$ cat config.mk
export PLATFORM = sky130hd
export DESIGN_NAME = crc_front
export DESIGN_NICKNAME = d
export VERILOG_FILES = /design/src/hdl/assert_macros.svh /design/src/hdl/crc_pkg.sv /design/src/hdl/crc_front.sv
export SDC_FILE = /design/constraint.sdc
export NUM_CORES = 1
export LEC_CHECK = 0
export ABC_AREA = 1
export BUFFER_PORTS_ARGS = -buffer_cell sky130_fd_sc_hd__buf_2
export CORE_MARGIN = 2
export CORE_UTILIZATION = 41
export CTS_BUF_LIST = sky130_fd_sc_hd__clkbuf_8
export CTS_CLUSTER_SIZE = 16
export DETAILED_ROUTE_END_ITERATION = 10
export HOLD_SLACK_MARGIN = 0.12
export PLACE_DENSITY = 0.88
export SLEW_MARGIN = 0
export SYNTH_ARGS = -nofsm -noshare
export SYNTH_HDL_FRONTEND = slang
export SYNTH_SLANG_ARGS = --single-unit
$ cat constraint.sdc
create_clock -name clk -period 3.4 [get_ports clk]
set_input_delay 0.68 -clock clk [delete_from_list [all_inputs] [get_ports clk]]
set_output_delay 0.68 -clock clk [all_outputs]
set_load 0.01 [all_outputs]
$ cat src/hdl/assert_macros.svh
// assertion macros used by the canvas rasterizer back end
`ifndef ASSERT_MACROS_SVH
`define ASSERT_MACROS_SVH

`ifndef SYNTH

// same-cycle implication, checked on every rising edge outside reset
`define CRC_ASSERT_IMP(lbl, ante, cons) \
	lbl: assert property (@(posedge clk) disable iff (!arst_n) (ante) |-> (cons)) \
		else $error("same-cycle check failed");

// next-cycle implication, checked on every rising edge outside reset
`define CRC_ASSERT_NEXT(lbl, ante, cons) \
	lbl: assert property (@(posedge clk) disable iff (!arst_n) (ante) |=> (cons)) \
		else $error("next-cycle check failed");

`else

`define CRC_ASSERT_IMP(lbl, ante, cons)

`define CRC_ASSERT_NEXT(lbl, ante, cons)

`endif

`endif

$ cat src/hdl/crc_pkg.sv
// shared constants and types of the circle raster canvas
package crc_pkg;

	// canvas geometry
	localparam int MAX_SIDE  = 256;
	localparam int SIDE_W    = $clog2(MAX_SIDE);
	localparam int ADDR_W    = 2 * SIDE_W;
	localparam int MEM_DEPTH = MAX_SIDE * MAX_SIDE;

	// configuration port
	localparam int CFG_W     = 9;
	localparam int CFG_IDX_W = 2;
	localparam logic [CFG_IDX_W-1:0] CFG_WIDTH      = 2'd0;
	localparam logic [CFG_IDX_W-1:0] CFG_HEIGHT     = 2'd1;
	localparam logic [CFG_IDX_W-1:0] CFG_BACKGROUND = 2'd2;
	localparam logic [7:0] BACKGROUND_RESET = 8'd32;

	// fixed point arithmetic, Q.8 coordinates and Q.16 squares
	localparam int COORD_W = 19;
	localparam int DXY_W   = 20;
	localparam int SQ_W    = 37;
	localparam int D2_W    = 38;
	localparam int ONE_Q8  = 256;

	// command queue
	localparam int QUEUE_DEPTH = 2;
	localparam int QPTR_W      = $clog2(QUEUE_DEPTH);
	localparam int QCNT_W      = $clog2(QUEUE_DEPTH + 1);

	// item opcodes and shape kinds
	localparam logic [1:0] OP_CLEAR      = 2'd0;
	localparam logic [1:0] OP_DRAW       = 2'd1;
	localparam logic [1:0] OP_READ       = 2'd2;
	localparam logic [1:0] SHAPE_OUTLINE = 2'd0;
	localparam logic [1:0] SHAPE_FILLED  = 2'd1;

	// work classes handed from the front to the back
	typedef enum logic [1:0] {
		CMD_NONE,
		CMD_CLEAR,
		CMD_DRAW,
		CMD_READ
	} cmd_kind_t;

	typedef struct packed {
		cmd_kind_t                  kind;
		logic                       outline;
		logic                       bad;
		logic signed [COORD_W-1:0]  cx;
		logic signed [COORD_W-1:0]  cy;
		logic signed [COORD_W-1:0]  radius;
		logic [7:0]                 color;
		logic [SIDE_W-1:0]          col;
		logic [SIDE_W-1:0]          row;
		logic [SIDE_W-1:0]          w_last;
		logic [SIDE_W-1:0]          h_last;
	} cmd_t;

	typedef struct packed {
		logic full;
		logic empty;
	} q_status_t;

	// back end sequencer states
	typedef enum logic [2:0] {
		BK_IDLE,
		BK_MUL,
		BK_SWEEP,
		BK_DRAIN,
		BK_READ,
		BK_FINISH
	} back_state_t;

endpackage

$ cat src/hdl/crc_front.sv
// front end: configuration registers, item intake and classification
module crc_front (
	input  logic                                clk,
	input  logic                                arst_n,
	input  logic                                start,
	input  logic [1:0]                          op,
	input  logic [1:0]                          shape_kind,
	input  logic signed [crc_pkg::COORD_W-1:0]  center_x,
	input  logic signed [crc_pkg::COORD_W-1:0]  center_y,
	input  logic signed [crc_pkg::COORD_W-1:0]  radius,
	input  logic [7:0]                          color,
	input  logic [crc_pkg::SIDE_W-1:0]          pixel_column,
	input  logic [crc_pkg::SIDE_W-1:0]          pixel_row,
	input  logic                                cfg_wr_en,
	input  logic [crc_pkg::CFG_IDX_W-1:0]       cfg_index,
	input  logic [crc_pkg::CFG_W-1:0]           cfg_data,
	input  crc_pkg::q_status_t                  q_status,
	output logic                                busy,
	output logic                                push,
	output crc_pkg::cmd_t                       push_cmd
);
	import crc_pkg::*;

	logic [CFG_W-1:0]  width_q;
	logic [CFG_W-1:0]  height_q;
	logic [7:0]        background_q;
	logic [SIDE_W-1:0] w_last;
	logic [SIDE_W-1:0] h_last;

	// last column or row in use, size clamped to 1..MAX_SIDE
	function automatic logic [SIDE_W-1:0] side_last(input logic [CFG_W-1:0] v);
		if (v == '0)
			return '0;
		else if (v > CFG_W'(MAX_SIDE))
			return SIDE_W'(MAX_SIDE - 1);
		else
			return SIDE_W'(v - 1'b1);
	endfunction

	// configuration registers
	always_ff @(posedge clk or negedge arst_n) begin
		if (!arst_n) begin
			width_q      <= CFG_W'(1);
			height_q     <= CFG_W'(1);
			background_q <= BACKGROUND_RESET;
		end else if (cfg_wr_en) begin
			case (cfg_index)
				CFG_WIDTH:      width_q      <= cfg_data;
				CFG_HEIGHT:     height_q     <= cfg_data;
				CFG_BACKGROUND: background_q <= cfg_data[7:0];
				default: ;
			endcase
		end
	end

	assign w_last = side_last(width_q);
	assign h_last = side_last(height_q);

	// intake handshake: hold off only when the queue is full
	assign busy = q_status.full;
	assign push = start && !busy;

	// classify the item into a queue entry
	always_comb begin
		push_cmd         = '0;
		push_cmd.kind    = CMD_NONE;
		push_cmd.outline = (shape_kind == SHAPE_OUTLINE);
		push_cmd.cx      = center_x;
		push_cmd.cy      = center_y;
		push_cmd.radius  = radius;
		push_cmd.color   = color;
		push_cmd.col     = pixel_column;
		push_cmd.row     = pixel_row;
		push_cmd.w_last  = w_last;
		push_cmd.h_last  = h_last;
		case (op)
			OP_CLEAR: begin
				push_cmd.kind  = CMD_CLEAR;
				push_cmd.color = background_q;
			end
			OP_DRAW: begin
				if (radius[COORD_W-1] || radius == '0)
					push_cmd.bad = 1'b1;
				else if (shape_kind inside {SHAPE_OUTLINE, SHAPE_FILLED})
					push_cmd.kind = CMD_DRAW;
			end
			OP_READ: begin
				if (pixel_column <= w_last && pixel_row <= h_last)
					push_cmd.kind = CMD_READ;
			end
			default: ;
		endcase
	end

endmodule

# Yosys cells after proc, flatten, opt, wreduce, memory -nomap -nowiden
# Cells that the tools add are included.
# word_totals
register_bits	26
out_inout_bits	103
elab_cells	39
# op_classes
add_sub_neg	2
magnitude_cmp	4
n_eq_ne	5
n_mux	11
n_reduce_logical	14
# op_table
operator	n
2-to-1 mux 8 bit	5
zero test 19 bit	1
> comparator 9 bit, second input constant	2
zero test 9 bit	2
less-or-equal comparator 8 bit	2
subtractor 8 x 1 -> 8 bit, second input constant	2
equality test 2 x 1 -> 1 bit, second input constant	3
zero test 2 bit	3
2-to-1 mux 2 bit	3
case mux 2 bit (3 select lines)	1
AND reduction 2 bit	3
equality test 2 bit, second input constant	2
logical AND 1 bit	2
2-to-1 mux 1 bit	2
nonzero test 2 bit	1
zero test 1 bit	1
logical OR 1 bit	1

# Depth between registers and ports, before layout
# Gate-level depths: netlist (run 1).
# logic_depth
depth_word	7
depth_mapped	18
depth_no_buf	18

# Least setup slack after synthesis (run 1)
# Ideal clock, no wire load.
# synth_path
kind	register to output
startpoint	reg width_q[0]
endpoint	out push_cmd[100] in the netlist's numbering
arrival_time_ns	2.238
t_required_ns	2.720
slack_ns	0.482
path_stages_with_launch	19
path_cell_list	dfstp_2 inv_1 ha_1 nand2_1 nor2_2 nand4_1 nand2_2 a21oi_1 inv_1 ha_1 nand2_1 nand2_1 nand2_1 nand2_1 nand2_1 nand2_1 nand2_1 nand3_1 nand2_1
# synth_rtl
item	line	text
start, declared	crc_front.sv:24	logic [CFG_W-1:0] width_q;
start signal, assigned	crc_front.sv:48	CFG_WIDTH: width_q <= cfg_data;
end, declared	crc_front.sv:20	output crc_pkg::cmd_t push_cmd

==> results.cfg, run 1 <==
[route]
drt_pass1_iterations = 4
drt-total-wl_um = 6910
via_count = 2516
avgRoutedWirePerCell_um = 13.3
drt_iter0_drc = 134
drc = 0
ant_nets = 0
via_per_inst = 4.84

[clocking]
clkTransAtPathRegs_ns = 0.09
clock_latency_ns = 0.27
cts_max_level = 1
cts_buffer_depth = 2
clock_sinks = 26
root_buffer = clkbuf_8
cts_tree = built
cts_buffers = 3

[layout]
design_area_sq_um = 3010
nFillCells = 631
fin_nets = 565
area_growth_pct = 14.0
layout-drive-gt1-share_pct = 40.6
antenna_cells = 0

[synth]
synth_top_cell_area_share_pct = 21.8
avgSynthCellArea_sq_um = 6.83
syn-num-nets = 507
yosysSeqAreaShare_pct = 24.8
synth-edff-count = 0
synth_top_cell_by_area = dfrtp_1
synthFlopType = dfrtp_1
syn_inst = 386
synth_seq_cells = 26
synth.area.top_cells = dfrtp_1 22%, buf_4 21%, nand2_1 14%
ys_warn_count = 0
synth_cell_types = 27
syn_area_sq_um = 2640
synthArstFlopShare_pct = 100

[setup_path]
crit_family = simple AND/OR/NAND/NOR gates
timing.rr.end = height_q[8]
path_max_fanout = 7
setup.worst_path.start_class = flop
cp.arrival_ns = 2.69
cp_slowest_cell = dfrtp_1
cp_common_cell = nand2_1
rr_worst_depth = 2
critPathMaxStageDelay_ns = 0.40
crit_start = width_q[1]
r2r_slack_ns = 2.57
worst-path-buf-inv = 2
timing.rr.start = height_q[8]
path_cells = inv_1, ha_4, nand2_4, nor2_2, nand4_1, nand2_4, nand3_1, nand2_1, ha_4, a21oi_1, o21a_1, nand2_1, nand2_1, nand3_2, nand2_1, buf_2
worstPathRequired_ns = 2.72
path_depth = 16
endpoint = push_cmd[100]
cp-end-kind = primary output
crit_type = reg -> out

[global_routing]
grt_antenna_before_repair = 0
grt_pass1_vias = 2449
overflow = 0
grt_max_degree = 27
grt_first_pass_wirelength_um = 11100
grt_util_all_layers_pct = 19.0

[sta]
finalHoldViolCount = 0
clock_skew_ns = 0
setup_ws_ns = 0.0340
min_period_ns = 3.37
slew_viol_final = 0
fin_crit_sh_pct = 99.0
relSlewSlack_pct = 62.6
fmax_mhz = 297
rsz0062_at_grt = true
setup_tns_ns = 0
worstMarginPinSlew_ns = 0.561
setup_violations = 0

[floorplan]
initial_utilization_pct = 42.0
num_rows = 29
ioPinCount = 205
fp.coreArea_sq_um = 6280
fp.dieArea_sq_um = 7090
die-height_um = 84.2
die-width_um = 84.2

[power_and_ir_drop]
internal-power_uw = 768
power_frac_seq_pct = 31.3
peakVddDrop_mv = 0.313
power_frac_clock_pct = 14.7
leakage_uw = 0.00173
power.density_nw_per_um2 = 441
pwr-share-comb_pct = 54.0
sw_frac_of_total_pct = 42.0
p_switching_uw = 557

[placement]
gp_congestion = 0.836
hpwl_um = 5780
dpl_cell_area_sq_um = 2800
portBuffers = 127
place_ws_ns = 0.226

[job]
cap_violations = 0

[worst_hold_path]
hold_class = in -> async

[run_status]
status = complete, no violations
## power by group through the flow
stage | logic, uW | clock network, uW | registers, uW
6_report | 715 | 194 | 415
3_3_place_gp | 603 | 0 | 416
2_1_floorplan | 492 | 0 | 403
3_5_place_dp | 640 | 0 | 419
4_1_cts | 661 | 197 | 413
5_1_grt | 807 | 208 | 423
## registers in the layout, summed over array words and instances, names as in the netlist
register and cells:
width_q 9, height_q 9, background_q 8
## layer usage
metal / wire length (um) / vias up / global-route usage, %
met4: 208 / 0 / 5.72
met2: 3740 / 116 / 35.9
li1: - / 1243 / -
met5: 0 / - / 0
met1: 2530 / 1133 / 20.7
met3: 445 / 24 / 4.62
## logic make-up after synthesis
logic type / synth area share, %
xor+xnor: 0.996
fa+ha+maj: 9.01
flops: 24.8
buf+inv: 28.8
compound gates: 9.20
simple gates: 27.1
## worst min-delay path by stage
stage	from	to	cells past startpoint	slack, ns
floorplan	arst_n	background_q[0]	0	0.38
CTS	arst_n	background_q[4]	1	0.42
global placement	background_q[3]	background_q[3]	2	0.47
global route	arst_n	background_q[4]	1	0.43
finish	arst_n	width_q[5]	1	0.39
detailed placement	background_q[3]	background_q[3]	2	0.47
## cells in the final DEF, fill, tap and decap left out, drive strengths merged
cell type / Yosys / final
o21ai: 34 / 34
nand3: 15 / 15
or2: 1 / 1
ha: 19 / 19
xor2: 1 / 1
nor2: 37 / 37
dfstp: 3 / 3
clkbuf: 3 / 4
a21o: 1 / 1
nand2: 104 / 104
o21a: 1 / 1
nand4: 6 / 6
clkinv: 1 / 1
buf: 74 / 130
xnor2: 2 / 2
dfrtp: 23 / 23
nand3b: 1 / 1
a21oi: 10 / 10
inv: 50 / 50
## per-stage QoR
stage | utilization, % | total power (uW) | cells | hold slack [ns]
6_report | 47.9 | 1330 | 520 | 0.395
5_1_grt | 47.9 | 1440 | 520 | 0.432
4_1_cts | 46.1 | 1270 | 517 | 0.416
3_5_place_dp | 44.6 | 1060 | 513 | 0.474
3_3_place_gp | 44.6 | 1020 | 513 | 0.469
2_1_floorplan | - | 896 | 386 | 0.384
## area by class of cell
type / instances / area [sq um] / share of cell area, %
Clock buffer: 4 / 55.1 / 1.83
Inverter: 51 / 196 / 6.53
Multi-Input combinational cell: 232 / 1350 / 44.8
Sequential cell: 26 / 654 / 21.8
Tap cell: 77 / 96.3 / 3.20
Timing Repair Buffer: 130 / 658 / 21.9
## Yosys cell counts (3+ instances only)
| cell | n |
|---|---|
| a21oi_1 | 10 |
| o21ai_0 | 32 |
| dfstp_2 | 3 |
| inv_2 | 7 |
| nor2_2 | 3 |
| clkbuf_1 | 3 |
| nand4_1 | 5 |
| nand3_1 | 15 |
| nand2_1 | 97 |
| ha_1 | 19 |
| dfrtp_1 | 23 |
| buf_4 | 74 |
| nor2_1 | 32 |
| nand2_2 | 6 |
| inv_1 | 42 |
## repair_timing
action | in CTS | in global routing
setup endpoints to repair | 2 | 2
pin swaps | 3 | 8
buffers inserted | 0 | 3
resized for setup | 7 | 17
hold buffers | 0 | 0
gates cloned | 0 | 0
No activity file was read; power rests on OpenSTA's default activity.
==> run 2: changes to the inputs <==
==> constraint.sdc (replaced) <==
create_clock -name clk -period 3.4 [get_ports clk]
set_input_delay 0.68 -clock clk [delete_from_list [all_inputs] [get_ports clk]]
set_output_delay 0.68 -clock clk [all_outputs]
set_load 0.05 [all_outputs]
==> run 2 against run 1 <==
Via count grew 4.6%. Critical endpoint is now push_cmd[99]. Clock skew unchanged. Critical path depth is the same. Clock power rose by 32%. Fmax down 0.26%. Die area unchanged. Combinational power increased by 48%. Flip-flop and latch count unchanged.
==> results.cfg, run 2 (same netlist as run 1, synthesis figures left out) <==
[power_and_ir_drop]
peakVddDrop_mv = 0.262
total_power_uw = 1740
leakage_uw = 0.00177
power.density_nw_per_um2 = 560

[floorplan]
fp.dieArea_sq_um = 7090
die-height_um = 84.2
initial_utilization_pct = 42.0
die-width_um = 84.2
ioPinCount = 205
num_rows = 29
fp.coreArea_sq_um = 6280

[sta]
relSlewSlack_pct = 64.0
worstMarginPinSlew_ns = 0.540
setup_tns_ns = 0
min_period_ns = 3.37
clock_skew_ns = 0
setup_ws_ns = 0.0253
fin_crit_sh_pct = 99.3
slew_viol_final = 0
setup_violations = 0
finalHoldViolCount = 0
fmax_mhz = 296
rsz0062_at_grt = true

[placement]
portBuffers = 127
place_ws_ns = -0.00717
gp_congestion = 0.826
place_inst = 515
dpl_cell_area_sq_um = 2860
hpwl_um = 5670

[route]
via_count = 2631
drc = 0
drt-total-wl_um = 7250
avgRoutedWirePerCell_um = 13.8
ant_nets = 0
drt_iter0_drc = 83
drt_pass1_iterations = 6
via_per_inst = 5.02

[global_routing]
grt_max_degree = 27
grt_antenna_before_repair = 0
grt_pass1_vias = 2578
grt_first_pass_wirelength_um = 11500
grt_util_all_layers_pct = 19.8
overflow = 0

[worst_hold_path]
hold_class = in -> async

[clocking]
cts_buffer_depth = 2
cts_hold_buf = 0
cts_max_level = 1
clock_latency_ns = 0.27
cts_tree = built
clkTransAtPathRegs_ns = 0.09
cts_buffers = 3
root_buffer = clkbuf_8
clock_sinks = 26

[layout]
nFillCells = 593
fin_nets = 569
top_regs = height_q: 9 flops, width_q: 9 flops, background_q: 8 flops
layout-drive-gt1-share_pct = 43.6
antenna_cells = 0
layout_commonest_cell = buf_2
layout_common_cells = 125 x buf_2, 90 x nand2_1, 36 x inv_1
area_growth_pct = 17.7
design_area_sq_um = 3100
finalNonFillerCells = 524

[setup_path]
setup.worst_path.start_class = flop
cp-end-kind = primary output
worstPathRequired_ns = 2.72
crit_type = reg -> out
cp.arrival_ns = 2.69
path_max_fanout = 7

[run_status]
status = complete, no violations

[job]
cap_violations = 0
==> run 2: changes by cell type in the layout (fill, tap and decap cells not counted), moves of 3 or more <==
| cell | delta |
|---|---|
| inv_1 | -5 |
| inv_2 | +5 |
| buf_4 | +4 |
| nand2_1 | -4 |
| nand2_2 | +4 |
| a21oi_2 | -3 |
==> run 2: repair_timing <==
item | 4_1_cts | 5_1_grt
endpoints found under the setup margin | 2 | 2
pin swaps | 11 | 16
resized for setup | 22 | 14
buffers inserted | 4 | 1
==> run 2: layout make-up <==
type / count / area, sq um / share of cell area (%)
Tap cell: 77 / 96.3 / 3.10
Sequential cell: 26 / 654 / 21.1
Multi-Input combinational cell: 232 / 1380 / 44.5
Clock buffer: 3 / 41.3 / 1.33
Timing Repair Buffer: 134 / 704 / 22.7
Clock inverter: 1 / 30.0 / 0.967
Inverter: 51 / 196 / 6.33
==> run 2: power breakdown <==
| group | leakage, uW | switching (uW) | internal, uW |
|---|---|---|---|
| logic | 0.00141 | 736 | 325 |
| registers | 0.000318 | 56.7 | 363 |
| clock network | 0.0000357 | 99.2 | 158 |
==> run 2: metal layers <==
layer  GRT usage, %  share of wire [%]
met4           6.16                1.8
met1           20.9                 36
met3           4.52                8.2
met2           38.4                 54
met5              0                  0
==> run 2: critical path, stage by stage (launching register included) <==
cell and delay, ns:
dfstp_2 0.57, inv_4 0.05, ha_4 0.17, nand2_4 0.08
nor2_4 0.04, nand4_1 0.14, nand2_4 0.14, nand3_2 0.09
nand2_1 0.08, ha_1 0.30, nand2_1 0.07, nor2_2 0.13
nand4_1 0.12, nand2_2 0.11, nand3_2 0.08, nand2_2 0.09
buf_8 0.16
==> run 2: path summary, 6_finish.rpt <==
check,startpoint,end,slack [ns],depth (start not counted)
min,arst_n,background_q[3],0.38,1
min reg2reg,background_q[0],background_q[0],0.50,2
max reg2reg,width_q[0],width_q[0],2.47,3
max,width_q[0],push_cmd[99],0.03,16
max in group asynchronous,arst_n,height_q[0],2.65,1
min in group clk,background_q[0],background_q[0],0.50,2
==> run 2: metrics by stage <==
stage,hold slack [ns],utilization [%]
floorplan,0.384,-
global placement,0.467,45.5
detailed placement,0.477,45.5
CTS,0.400,48.5
global route,0.422,49.5
finish,0.376,49.5
