`config.mk`:
```
export PLATFORM = sky130hd
export DESIGN_NAME = crc_queue
export DESIGN_NICKNAME = d
export VERILOG_FILES = /design/src/hdl/assert_macros.svh /design/src/hdl/crc_pkg.sv /design/src/hdl/crc_queue.sv
export SDC_FILE = /design/constraint.sdc
export NUM_CORES = 1
export LEC_CHECK = 0
export ABC_AREA = 1
export ABC_CLOCK_PERIOD_IN_PS = 6300
export BUFFER_PORTS_ARGS = -buffer_cell sky130_fd_sc_hd__buf_2
export CAP_MARGIN = 5
export CORE_MARGIN = 1.5
export CORE_UTILIZATION = 41
export DETAILED_ROUTE_END_ITERATION = 10
export MAX_ROUTING_LAYER = met4
export SYNTH_ARGS = -nofsm -noshare
export SYNTH_HDL_FRONTEND = slang
export SYNTH_SLANG_ARGS = --single-unit
```
`constraint.sdc`:
```
create_clock -name clk -period 6.3 [get_ports clk]
set_input_delay 0.315 -clock clk [delete_from_list [all_inputs] [get_ports clk]]
set_output_delay 0.315 -clock clk [all_outputs]
set_load 0.02 [all_outputs]
```
`src/hdl/assert_macros.svh`:
```
// assertion macros used by the canvas rasterizer back end
`ifndef ASSERT_MACROS_SVH
`define ASSERT_MACROS_SVH

`ifndef SYNTH

// same-cycle implication, checked on every rising edge outside reset
`define CRC_ASSERT_IMP(lbl, ante, cons) \
	lbl: assert property (@(posedge clk) disable iff (!arst_n) (ante) |-> (cons)) \
		else $error("same-cycle check failed");

// next-cycle implication, checked on every rising edge outside reset
`define CRC_ASSERT_NEXT(lbl, ante, cons) \
	lbl: assert property (@(posedge clk) disable iff (!arst_n) (ante) |=> (cons)) \
		else $error("next-cycle check failed");

`else

`define CRC_ASSERT_IMP(lbl, ante, cons)

`define CRC_ASSERT_NEXT(lbl, ante, cons)

`endif

`endif

```
`src/hdl/crc_pkg.sv`:
```
// shared constants and types of the circle raster canvas
package crc_pkg;

	// canvas geometry
	localparam int MAX_SIDE  = 256;
	localparam int SIDE_W    = $clog2(MAX_SIDE);
	localparam int ADDR_W    = 2 * SIDE_W;
	localparam int MEM_DEPTH = MAX_SIDE * MAX_SIDE;

	// configuration port
	localparam int CFG_W     = 9;
	localparam int CFG_IDX_W = 2;
	localparam logic [CFG_IDX_W-1:0] CFG_WIDTH      = 2'd0;
	localparam logic [CFG_IDX_W-1:0] CFG_HEIGHT     = 2'd1;
	localparam logic [CFG_IDX_W-1:0] CFG_BACKGROUND = 2'd2;
	localparam logic [7:0] BACKGROUND_RESET = 8'd32;

	// fixed point arithmetic, Q.8 coordinates and Q.16 squares
	localparam int COORD_W = 19;
	localparam int DXY_W   = 20;
	localparam int SQ_W    = 37;
	localparam int D2_W    = 38;
	localparam int ONE_Q8  = 256;

	// command queue
	localparam int QUEUE_DEPTH = 2;
	localparam int QPTR_W      = $clog2(QUEUE_DEPTH);
	localparam int QCNT_W      = $clog2(QUEUE_DEPTH + 1);

	// item opcodes and shape kinds
	localparam logic [1:0] OP_CLEAR      = 2'd0;
	localparam logic [1:0] OP_DRAW       = 2'd1;
	localparam logic [1:0] OP_READ       = 2'd2;
	localparam logic [1:0] SHAPE_OUTLINE = 2'd0;
	localparam logic [1:0] SHAPE_FILLED  = 2'd1;

	// work classes handed from the front to the back
	typedef enum logic [1:0] {
		CMD_NONE,
		CMD_CLEAR,
		CMD_DRAW,
		CMD_READ
	} cmd_kind_t;

	typedef struct packed {
		cmd_kind_t                  kind;
		logic                       outline;
		logic                       bad;
		logic signed [COORD_W-1:0]  cx;
		logic signed [COORD_W-1:0]  cy;
		logic signed [COORD_W-1:0]  radius;
		logic [7:0]                 color;
		logic [SIDE_W-1:0]          col;
		logic [SIDE_W-1:0]          row;
		logic [SIDE_W-1:0]          w_last;
		logic [SIDE_W-1:0]          h_last;
	} cmd_t;

	typedef struct packed {
		logic full;
		logic empty;
	} q_status_t;

	// back end sequencer states
	typedef enum logic [2:0] {
		BK_IDLE,
		BK_MUL,
		BK_SWEEP,
		BK_DRAIN,
		BK_READ,
		BK_FINISH
	} back_state_t;

endpackage

```
`src/hdl/crc_queue.sv`:
```
// short command queue between the front and the back end
module crc_queue (
	input  logic                clk,
	input  logic                arst_n,
	input  logic                push,
	input  crc_pkg::cmd_t       push_cmd,
	input  logic                pop,
	output crc_pkg::cmd_t       head,
	output crc_pkg::q_status_t  q_status
);
	import crc_pkg::*;

	cmd_t              slot_q [QUEUE_DEPTH];
	logic [QPTR_W-1:0] wr_ptr_q;
	logic [QPTR_W-1:0] rd_ptr_q;
	logic [QCNT_W-1:0] count_q;

	function automatic logic [QPTR_W-1:0] ptr_next(input logic [QPTR_W-1:0] p);
		if (p == QPTR_W'(QUEUE_DEPTH - 1))
			return '0;
		else
			return p + 1'b1;
	endfunction

	// entry storage
	always_ff @(posedge clk) begin
		if (push)
			slot_q[wr_ptr_q] <= push_cmd;
	end

	// pointers and fill count
	always_ff @(posedge clk or negedge arst_n) begin
		if (!arst_n) begin
			wr_ptr_q <= '0;
			rd_ptr_q <= '0;
			count_q  <= '0;
		end else begin
			if (push)
				wr_ptr_q <= ptr_next(wr_ptr_q);
			if (pop)
				rd_ptr_q <= ptr_next(rd_ptr_q);
			if (push && !pop)
				count_q <= count_q + 1'b1;
			else if (pop && !push)
				count_q <= count_q - 1'b1;
		end
	end

	assign head           = slot_q[rd_ptr_q];
	assign q_status.full  = (count_q == QCNT_W'(QUEUE_DEPTH));
	assign q_status.empty = (count_q == '0);

endmodule

```
Word level (Yosys, flattened, before mapping)
Memory sizes are Yosys's and may differ from the RTL's.
Cells that the tools add are included.
{"block": "totals", "ram_bits": 202, "mem_count": 1, "input_bits": 105, "romBits": 0, "regBits": 4, "wordCells": 21, "latchBits": 0, "out_inout_bits": 103}
{"block": "classes", "n_lt_le_gt_ge": 0, "multipliers": 0, "reduce_logical": 6, "addsub": 4, "n_div": 0, "shifts": 0, "n_mux": 6, "bitwise_logic": 0, "n_eq_ne": 1}
{"memory": "slot_q", "words": 2, "width": 101, "read_ports": 1, "rd_ports_with_merged_regs": 0, "write_ports": 1, "line": "crc_queue.sv:13", "rtl": "cmd_t slot_q [QUEUE_DEPTH];"}
{"cell": "2-to-1 mux 1 bit", "n": 4}
{"cell": "2-to-1 mux 2 bit", "n": 2}
{"cell": "adder 1 bit, second input constant", "n": 2}
{"cell": "adder 2 x 1 -> 2 bit, second input constant", "n": 1}
{"cell": "== test 2 bit, second input constant", "n": 1}
{"cell": "logical AND 1 bit", "n": 2}
{"cell": "zero test 1 bit", "n": 2}
{"cell": "zero test 2 bit", "n": 1}
{"cell": "nonzero test 2 bit", "n": 1}
{"cell": "subtractor 2 x 1 -> 2 bit, second input constant", "n": 1}

Longest topological paths before layout
Gate-level depths: netlist (run 1).
{"block": "depth", "depth_word": 4, "mapped_depth": 7}

Worst setup path before layout (run 1)
No wires, ideal clock.
{"block": "synth_timing", "kind": "reg-to-reg", "from": "register wr_ptr_q", "to": "memory slot_q[0][0] in the netlist's numbering, enable pin", "synth_period_minus_slack_ns": 5.179, "path_slack_ns": 1.121, "setup_time_ns": 0.564, "stages_incl_launch_ff": 2, "arrival_ns": 4.615, "cell_sequence": "dfrtp_1 -> nor2_1"}
{"item": "start: declaration", "line": "crc_queue.sv:14", "rtl": "logic [QPTR_W-1:0] wr_ptr_q;"}
{"item": "start signal: assignment", "line": "crc_queue.sv:39", "rtl": "wr_ptr_q <= ptr_next(wr_ptr_q);"}
{"item": "end: declaration", "line": "crc_queue.sv:13"}
Straight into the memory's write port.

==> results of run 1 <==
==> critical path: stages, from the launching register on <==
cell,delay [ns]
dfrtp_4,0.92
buf_4,0.88
mux2_4,0.37
buf_2,0.16
==> layout make-up <==
class	count	area, um^2	area share
Timing Repair Buffer	268	1640	0.155
Antenna cell	1	2.50	0.000238
Sequential cell	206	6170	0.586
Tap cell	234	293	0.0278
Clock buffer	24	589	0.0560
Inverter	7	28.8	0.00273
Multi-Input combinational cell	115	1530	0.145
Clock inverter	16	283	0.0269
==> synth_stat cells (all sizes together) <==
cell    instances  area, um^2
xor2            2        17.5
nor2            3        11.3
nand2           5        18.8
dfrtp           4         100
nand4           1        6.26
edfxtp        202        6070
buf            11         108
mux2          101        1440
ha              1        12.5
xnor2           1        8.76
inv             7        26.3
nand3           1        5.00
==> stage by stage <==
step / cells / hold WS [ns] / power [uW]
2_1_floorplan: 339 / 0.0194 / 3110
3_3_place_gp: 773 / 0.130 / 3480
3_5_place_dp: 773 / 0.133 / 3510
4_1_cts: 864 / 0.000370 / 5060
5_1_grt: 871 / 0.000289 / 5210
6_report: 871 / 0.0222 / 4980
==> kinds of logic after synthesis <==
logic type                 Yosys count
xor gates and xnor gates             3
and+or+nand+nor                     10
DFF                                206
adders and majority gates            1
muxes                              101
buffers and inverters               18
==> registers in the layout (all words and copies together), names as in the netlist <==
| register | flops |
|---|---|
| count_q | 2 |
| slot_q | 202 |
| wr_ptr_q | 1 |
| rd_ptr_q | 1 |
==> power groups by stage <==
stage	sequential, uW	combinational (uW)	clock, uW
floorplan	1930	1180	0
global placement	1980	1510	0
detailed placement	2000	1510	0
CTS	1970	1540	1550
global route	2000	1610	1600
finish	1960	1520	1510
==> cells in the final DEF (no fill, tap or decap), types with 5 or more instances in the layout <==
master / n
buf_2: 207
edfxtp_1: 202
mux2_4: 80
dlygate4sd3_1: 57
clkbuf_16: 23
mux2_2: 21
bufinv_16: 8
inv_1: 6
nand2_1: 5
==> timing repair <==
action                                 4_1_cts  5_1_grt
endpoints found under the hold margin       98       10
hold buffers                                51        6
resized for setup                            0        0
==> worst max path at each step <==
stage / from / end / cells past startpoint
global route: rd_ptr_q / head[85] / 3
global placement: rd_ptr_q / head[85] / 3
detailed placement: rd_ptr_q / head[84] / 3
floorplan: wr_ptr_q / slot_q[0][0] / 1
CTS: rd_ptr_q / head[85] / 3
finish: rd_ptr_q / head[49] / 3
==> per-layer routing <==
metal | GRT usage | up-vias | part of all wire
met1 | 0.177 | 1970 | 0.43
met4 | 0.0389 | 0 | 0.016
met3 | 0.0367 | 22 | 0.071
met2 | 0.248 | 158 | 0.48
met5 | - | - | 0
li1 | - | 1895 | -
==> flow_summary.json, run 1 <==
{
  "final_util": 0.563,
  "cts_tree": "done",
  "drive_gt1_frac": 0.555,
  "hold_class": "in2reg",
  "grt_antenna_before_repair": 1,
  "finalHoldViolations": 0,
  "ios": 208,
  "yosysUniqueCellTypes": 15,
  "io_buffer_count": 207,
  "slew_headroom": 0.306,
  "dpl_cell_area_um2": 9080,
  "numClockSinks": 206,
  "grt_max_degree": 64,
  "synth_cells": 339,
  "critical_path_class": "reg2out",
  "syn-num-nets": 445,
  "synth_top_family_by_area": "multiplexers",
  "postRouteAntennaNets": 0,
  "finClkSkew_ns": 0.0165,
  "finalSetupTns_ns": 0,
  "r2r_end": "slot_q[1][21]",
  "min_path_cells": 1,
  "clk_latency_ns": 0.49,
  "die_area_um2": 19900,
  "finalCritPeriodShare": 0.512,
  "p_int_uw": 3520,
  "power.leakage_uw": 0.00425,
  "wl_per_cell_um": 16.6,
  "r2r_start": "wr_ptr_q",
  "share_seq_of_total_power": 0.393,
  "maxSlewViolCount": 0,
  "cts_max_level": 1,
  "fillers": 1443,
  "area_growth_pct": 34.7,
  "pwr-share-clk": 0.303,
  "vias_per_cell": 4.64,
  "drtIter0Drc": 230,
  "place_congestion": 0.749,
  "p_sw_frac": 0.295,
  "grt.overflow.total": 0,
  "power_density_nw_per_um2": 473,
  "synth-xor-area-share": 0.00336,
  "worstPathArrival_ns": 2.91,
  "cts_setup_buffers": 0,
  "cts_root_buf": "clkbuf_16",
  "via_count": 4045,
  "clockBufferDepth": 3,
  "min_from": "push_cmd[18]",
  "num_rows": 50,
  "cts_inserted_buffers": 22,
  "setup_viol": 0,
  "r2r_setup_slack_ns": 4.14,
  "vdd_drop_max_mv": 0.344,
  "muxShareOfSynthArea": 0.184,
  "grt_pass1_vias": 4395,
  "worst-path-max-fanout": 56,
  "min_period_ns": 3.23,
  "rsz0062_at_grt": "no",
  "syn_avg_cell_area_um2": 23.1,
  "clkTransAtPathRegs_ns": 0.06,
  "drcViolationCount": 0,
  "synth-simple-area-share": 0.00528,
  "worst_slew_pin_slew_ns": 1.04,
  "grt_use_total": 0.147,
  "grt_first_pass_wirelength_um": 22300,
  "pre_cts_ws_ns": 3.48,
  "worst_slack_ns": 3.07,
  "core_um2": 18700,
  "maxCapViolCount": 0,
  "combPwrFrac": 0.304,
  "synth_area_um2": 7820,
  "ff2ff_path_depth": 3,
  "detail_route.first_pass.iterations": 4,
  "ys_ff_latch": 206,
  "routed_wl_um": 14400,
  "die_height_um": 141,
  "synth_compound_area_frac": 0,
  "hold_path_end": "slot_q[1][18]",
  "ys_seq_area_frac": 0.789,
  "startpoint_type": "flip-flop",
  "max_freq_mhz": 310,
  "power.switching_uw": 1470,
  "design_area_um2": 10500,
  "nets": 726,
  "yosys_warnings": 0,
  "outcome": "finished, final reports clean",
  "synth_fa_ha_area_frac": 0.00160,
  "die_width_um": 141,
  "cp-end-kind": "output port",
  "dpl.hpwl_um": 9090,
  "initial_core_util": 0.418,
  "worstPathRequired_ns": 5.98
}
Note: power is estimated with default switching activity, not from simulation.
==> inputs of run 2 (changes only) <==
ABC_CLOCK_PERIOD_IN_PS = 3000   (was 6300)
clock period = 3 ns   (was 6.3 ns; I/O delays follow)
==> flow_summary.json, run 2 (synthesized netlist as in run 1, its figures left out) <==
{
  "outcome": "finished, final reports clean",
  "ios": 208,
  "core_um2": 18700,
  "cts_resized": 0,
  "top_regs": "slot_q (202), count_q (2)",
  "slew_headroom": 0.522,
  "cts_inserted_buffers": 22,
  "slowest_stage": "dfrtp_4",
  "cts_max_level": 1,
  "detail_route.first_pass.iterations": 4,
  "startpoint_type": "flip-flop",
  "top_register": "slot_q",
  "critical_path_class": "reg2out",
  "drcViolationCount": 0,
  "postRouteAntennaNets": 0,
  "worst_slew_pin_slew_ns": 0.717,
  "worst_slack_ns": 0.620,
  "cts_tree": "done",
  "die_height_um": 141,
  "r2r_start": "wr_ptr_q",
  "wl_per_cell_um": 16.6,
  "power.leakage_uw": 0.00438,
  "setup_viol": 0,
  "rsz0062_at_grt": "no",
  "grt_max_degree": 52,
  "initial_core_util": 0.418,
  "crit_path_cell_trace": "buf_12 -> mux2_2 -> buf_2",
  "via_count": 4277,
  "finalCritPeriodShare": 0.793,
  "nets": 776,
  "die_width_um": 141,
  "clockBufferDepth": 3,
  "clkTransAtPathRegs_ns": 0.06,
  "min_from": "push_cmd[100]",
  "vdd_drop_max_mv": 0.629,
  "vias_per_cell": 4.65,
  "crit_start": "rd_ptr_q",
  "largest_reg_flops": 202,
  "grt_use_total": 0.154,
  "die_area_um2": 19900,
  "finClkSkew_ns": 0.00990,
  "finalHoldViolations": 0,
  "maxCapViolCount": 0,
  "area_growth_pct": 38.9,
  "num_rows": 50,
  "dpl.hpwl_um": 9140,
  "place_congestion": 0.763,
  "routed_wl_um": 15300,
  "layout_common_cells": "207 x buf_2, 202 x edfxtp_1, 105 x dlygate4sd3_1, 80 x mux2_4, 23 x clkbuf_16",
  "clk_latency_ns": 0.49,
  "cp_slowest_stage_delay_ns": 0.80,
  "grt_antenna_before_repair": 1,
  "worstPathArrival_ns": 2.23,
  "max_freq_mhz": 420,
  "drive_gt1_frac": 0.504,
  "grt_pass1_vias": 4611,
  "numClockSinks": 206,
  "drtIter0Drc": 139,
  "maxSlewViolCount": 0,
  "hold_class": "in2reg",
  "finalSetupTns_ns": 0,
  "min_period_ns": 2.38,
  "grt.overflow.total": 0,
  "io_buffer_count": 207,
  "pre_cts_ws_ns": 1.10,
  "mostFrequentLayoutCell": "buf_2",
  "worstPathRequired_ns": 2.85,
  "power_density_nw_per_um2": 912,
  "cts_root_buf": "clkbuf_16",
  "worst-path-max-fanout": 40,
  "grt_first_pass_wirelength_um": 23200,
  "cp-end-kind": "output port"
}
-- run 2: changes by cell type in the layout (fill, tap and decap cells not counted), sizes merged --
cell / delta
buf: +2
bufinv: -7
clkbuf: +5
clkinv: +3
clkinvlp: -2
dlygate4sd3: +48
-- run 2: report_power, final --
group	switching (uW)	internal, uW	leakage [uW]
clock	1010	1480	0.000328
sequential	258	3820	0.00194
combinational	1810	1520	0.00211
-- run 2: worst max-delay path: cells and delay by family (launching register included) --
kind,cells,cell delay (ns)
buf+inv,2,0.50
mux,1,0.39
flops,1,0.80
-- run 2: path summary, 6_finish.rpt --
path,cells after the start,slack (ns),endpoint
worst max-delay path,3,0.62,head[98]
worst min-delay path,2,0.38,slot_q[0][100]
worst max register to register,3,1.37,slot_q[1][60]
worst min register to register,2,0.53,count_q[1]
max in group asynchronous,3,2.23,rd_ptr_q
min in group asynchronous,3,0.58,rd_ptr_q
-- run 2: area by class of cell --
| type | count | area, um^2 |
|---|---|---|
| clock buffers | 29 | 598 |
| clock inverters | 10 | 68.8 |
| well taps | 234 | 293 |
| inverters | 7 | 28.8 |
| flip-flops and latches | 206 | 6170 |
| fillers | 1423 | 7850 |
| multi-input cells | 115 | 1530 |
| repair buffers | 318 | 2170 |
| diodes | 1 | 2.50 |
-- run 2: metal layers --
metal  global-route usage  part of all wire
met3               0.0401             0.072
met5                    -                 0
met4               0.0417             0.020
met1                0.178              0.41
met2                0.266              0.50
-- run 2: timing repair --
item,in CTS,in global routing
endpoints found under the hold margin,208,0
hold buffers,105,0
endpoints found under the setup margin,0,0
buffers inserted,0,0
-- run 2: stage by stage --
step	instances	cell area, um^2	utilization	hold slack [ns]	power (uW)
after global placement	775	9140	0.488	-0.0415	7350
after CTS	919	10900	0.580	0.356	10000
after detailed placement	775	9140	0.488	-0.0331	7410
after floorplan	339	7830	-	-0.146	6510
after global routing	920	10900	0.580	0.364	10400
final	920	10900	0.580	0.383	9900
==> inputs of run 3 (changes only) <==
ABC_CLOCK_PERIOD_IN_PS = 2400   (was 3000)
clock period = 2.4 ns   (was 3 ns; I/O delays follow)
==> flow_summary.json, run 3 (synthesized netlist as in run 1, its figures left out) <==
{
  "worst-path-max-fanout": 77,
  "drtIter0Drc": 148,
  "drcViolationCount": 0,
  "numClockSinks": 206,
  "grt_max_degree": 102,
  "vdd_drop_max_mv": 0.753,
  "slew_headroom": 0.510,
  "startpoint_type": "flip-flop",
  "dpl.hpwl_um": 8710,
  "die_width_um": 141,
  "maxCapViolCount": 0,
  "cts_inserted_buffers": 22,
  "routed_wl_um": 15000,
  "cts_root_buf": "clkbuf_16",
  "finClkSkew_ns": 0.00528,
  "core_um2": 18700,
  "mostFrequentLayoutCell": "buf_2",
  "clockBufferDepth": 3,
  "pre_cts_ws_ns": 0.803,
  "num_rows": 50,
  "fillers": 1398,
  "maxSlewViolCount": 0,
  "grt.overflow.total": 0,
  "area_growth_pct": 38.7,
  "die_area_um2": 19900,
  "ios": 208,
  "clkTransAtPathRegs_ns": 0.06,
  "r2r_end": "slot_q[0][7]",
  "ff2ff_path_depth": 2,
  "r2r_start": "wr_ptr_q",
  "power.leakage_uw": 0.00437,
  "wl_per_cell_um": 16.3,
  "vias_per_cell": 4.59,
  "finalHoldViolations": 0,
  "worst_slack_ns": 0.327,
  "hold_buffers": 105,
  "critical_path_class": "reg2out",
  "worst_hold_slack_ns": 0.351,
  "grt_first_pass_wirelength_um": 23200,
  "clk_latency_ns": 0.48,
  "drive_gt1_frac": 0.503,
  "power_density_nw_per_um2": 1140,
  "cts_setup_buffers": 0,
  "cts_resized": 0,
  "grt_antenna_before_repair": 2,
  "hold_class": "in2reg",
  "io_buffer_count": 207,
  "final_util": 0.580,
  "worstPathRequired_ns": 2.28,
  "via_count": 4218,
  "min_period_ns": 2.07,
  "finalCritPeriodShare": 0.864,
  "top_register": "slot_q",
  "layout_common_cells": "207 x buf_2, 202 x edfxtp_1, 105 x dlygate4sd3_1, 80 x mux2_4, 23 x clkbuf_16",
  "grt_pass1_vias": 4621,
  "setup_viol": 0,
  "worstPathArrival_ns": 1.95,
  "finalSetupTns_ns": 0,
  "detail_route.first_pass.iterations": 4,
  "crit_start": "rd_ptr_q",
  "place_congestion": 0.716,
  "postRouteAntennaNets": 0,
  "outcome": "finished, final reports clean",
  "grt_use_total": 0.153,
  "max_freq_mhz": 482,
  "worst_slew_pin_slew_ns": 0.735,
  "r2r_setup_slack_ns": 0.88,
  "endpoint": "head[91]",
  "nets": 774,
  "cts_max_level": 1,
  "die_height_um": 141,
  "largest_reg_flops": 202,
  "top_regs": "slot_q (202), count_q (2)",
  "rsz0062_at_grt": "no",
  "cts_tree": "done",
  "initial_core_util": 0.418,
  "cp-end-kind": "output port"
}
==> run 3: critical path, cell delays in order, from the launching register on <==
cell and delay [ns]:
dfrtp_4 0.42, buf_12 0.46, mux2_2 0.41, buf_2 0.16
==> run 3: layout make-up <==
| class | count | area, um^2 | share of cell area |
|---|---|---|---|
| Clock inverter | 10 | 68.8 | 0.00635 |
| Clock buffer | 28 | 594 | 0.0548 |
| Antenna cell | 2 | 5.00 | 0.000462 |
| Multi-Input combinational cell | 115 | 1530 | 0.141 |
| Sequential cell | 206 | 6170 | 0.569 |
| Timing Repair Buffer | 316 | 2150 | 0.199 |
| Inverter | 7 | 30.0 | 0.00277 |
| Tap cell | 234 | 293 | 0.0270 |
==> run 3: report_power, final <==
group	internal (uW)	switching [uW]	total, uW	leakage [uW]
clock	1840	1250	3100	0.000327
sequential	4790	192	4980	0.00194
combinational	1890	2350	4240	0.00210
total	8520	3800	12300	0.00437
==> run 3: how the worst min path moves through the flow <==
stage	startpoint	end	cells after the start
after global placement	arst_n	count_q[1]	1
after CTS	push_cmd[70]	slot_q[0][70]	2
after detailed placement	arst_n	count_q[1]	1
after global routing	push_cmd[32]	slot_q[0][32]	2
final	push_cmd[70]	slot_q[0][70]	2
after floorplan	arst_n	count_q[0]	0
==> run 3: per-stage QoR <==
stage / instance area, um^2 / instances / power [uW]
floorplan: 7830 / 339 / 8120
global placement: 9120 / 773 / 9150
detailed placement: 9120 / 773 / 9220
CTS: 10800 / 916 / 12500
global route: 10800 / 918 / 12900
finish: 10800 / 918 / 12300
==> run 3: layer usage <==
| metal | vias to the layer above | track usage | share of wire |
|---|---|---|---|
| met1 | 2053 | 0.179 | 0.41 |
| li1 | 1994 | - | - |
| met4 | 0 | 0.0362 | 0.013 |
| met5 | - | - | 0 |
| met2 | 154 | 0.266 | 0.50 |
| met3 | 17 | 0.0404 | 0.072 |
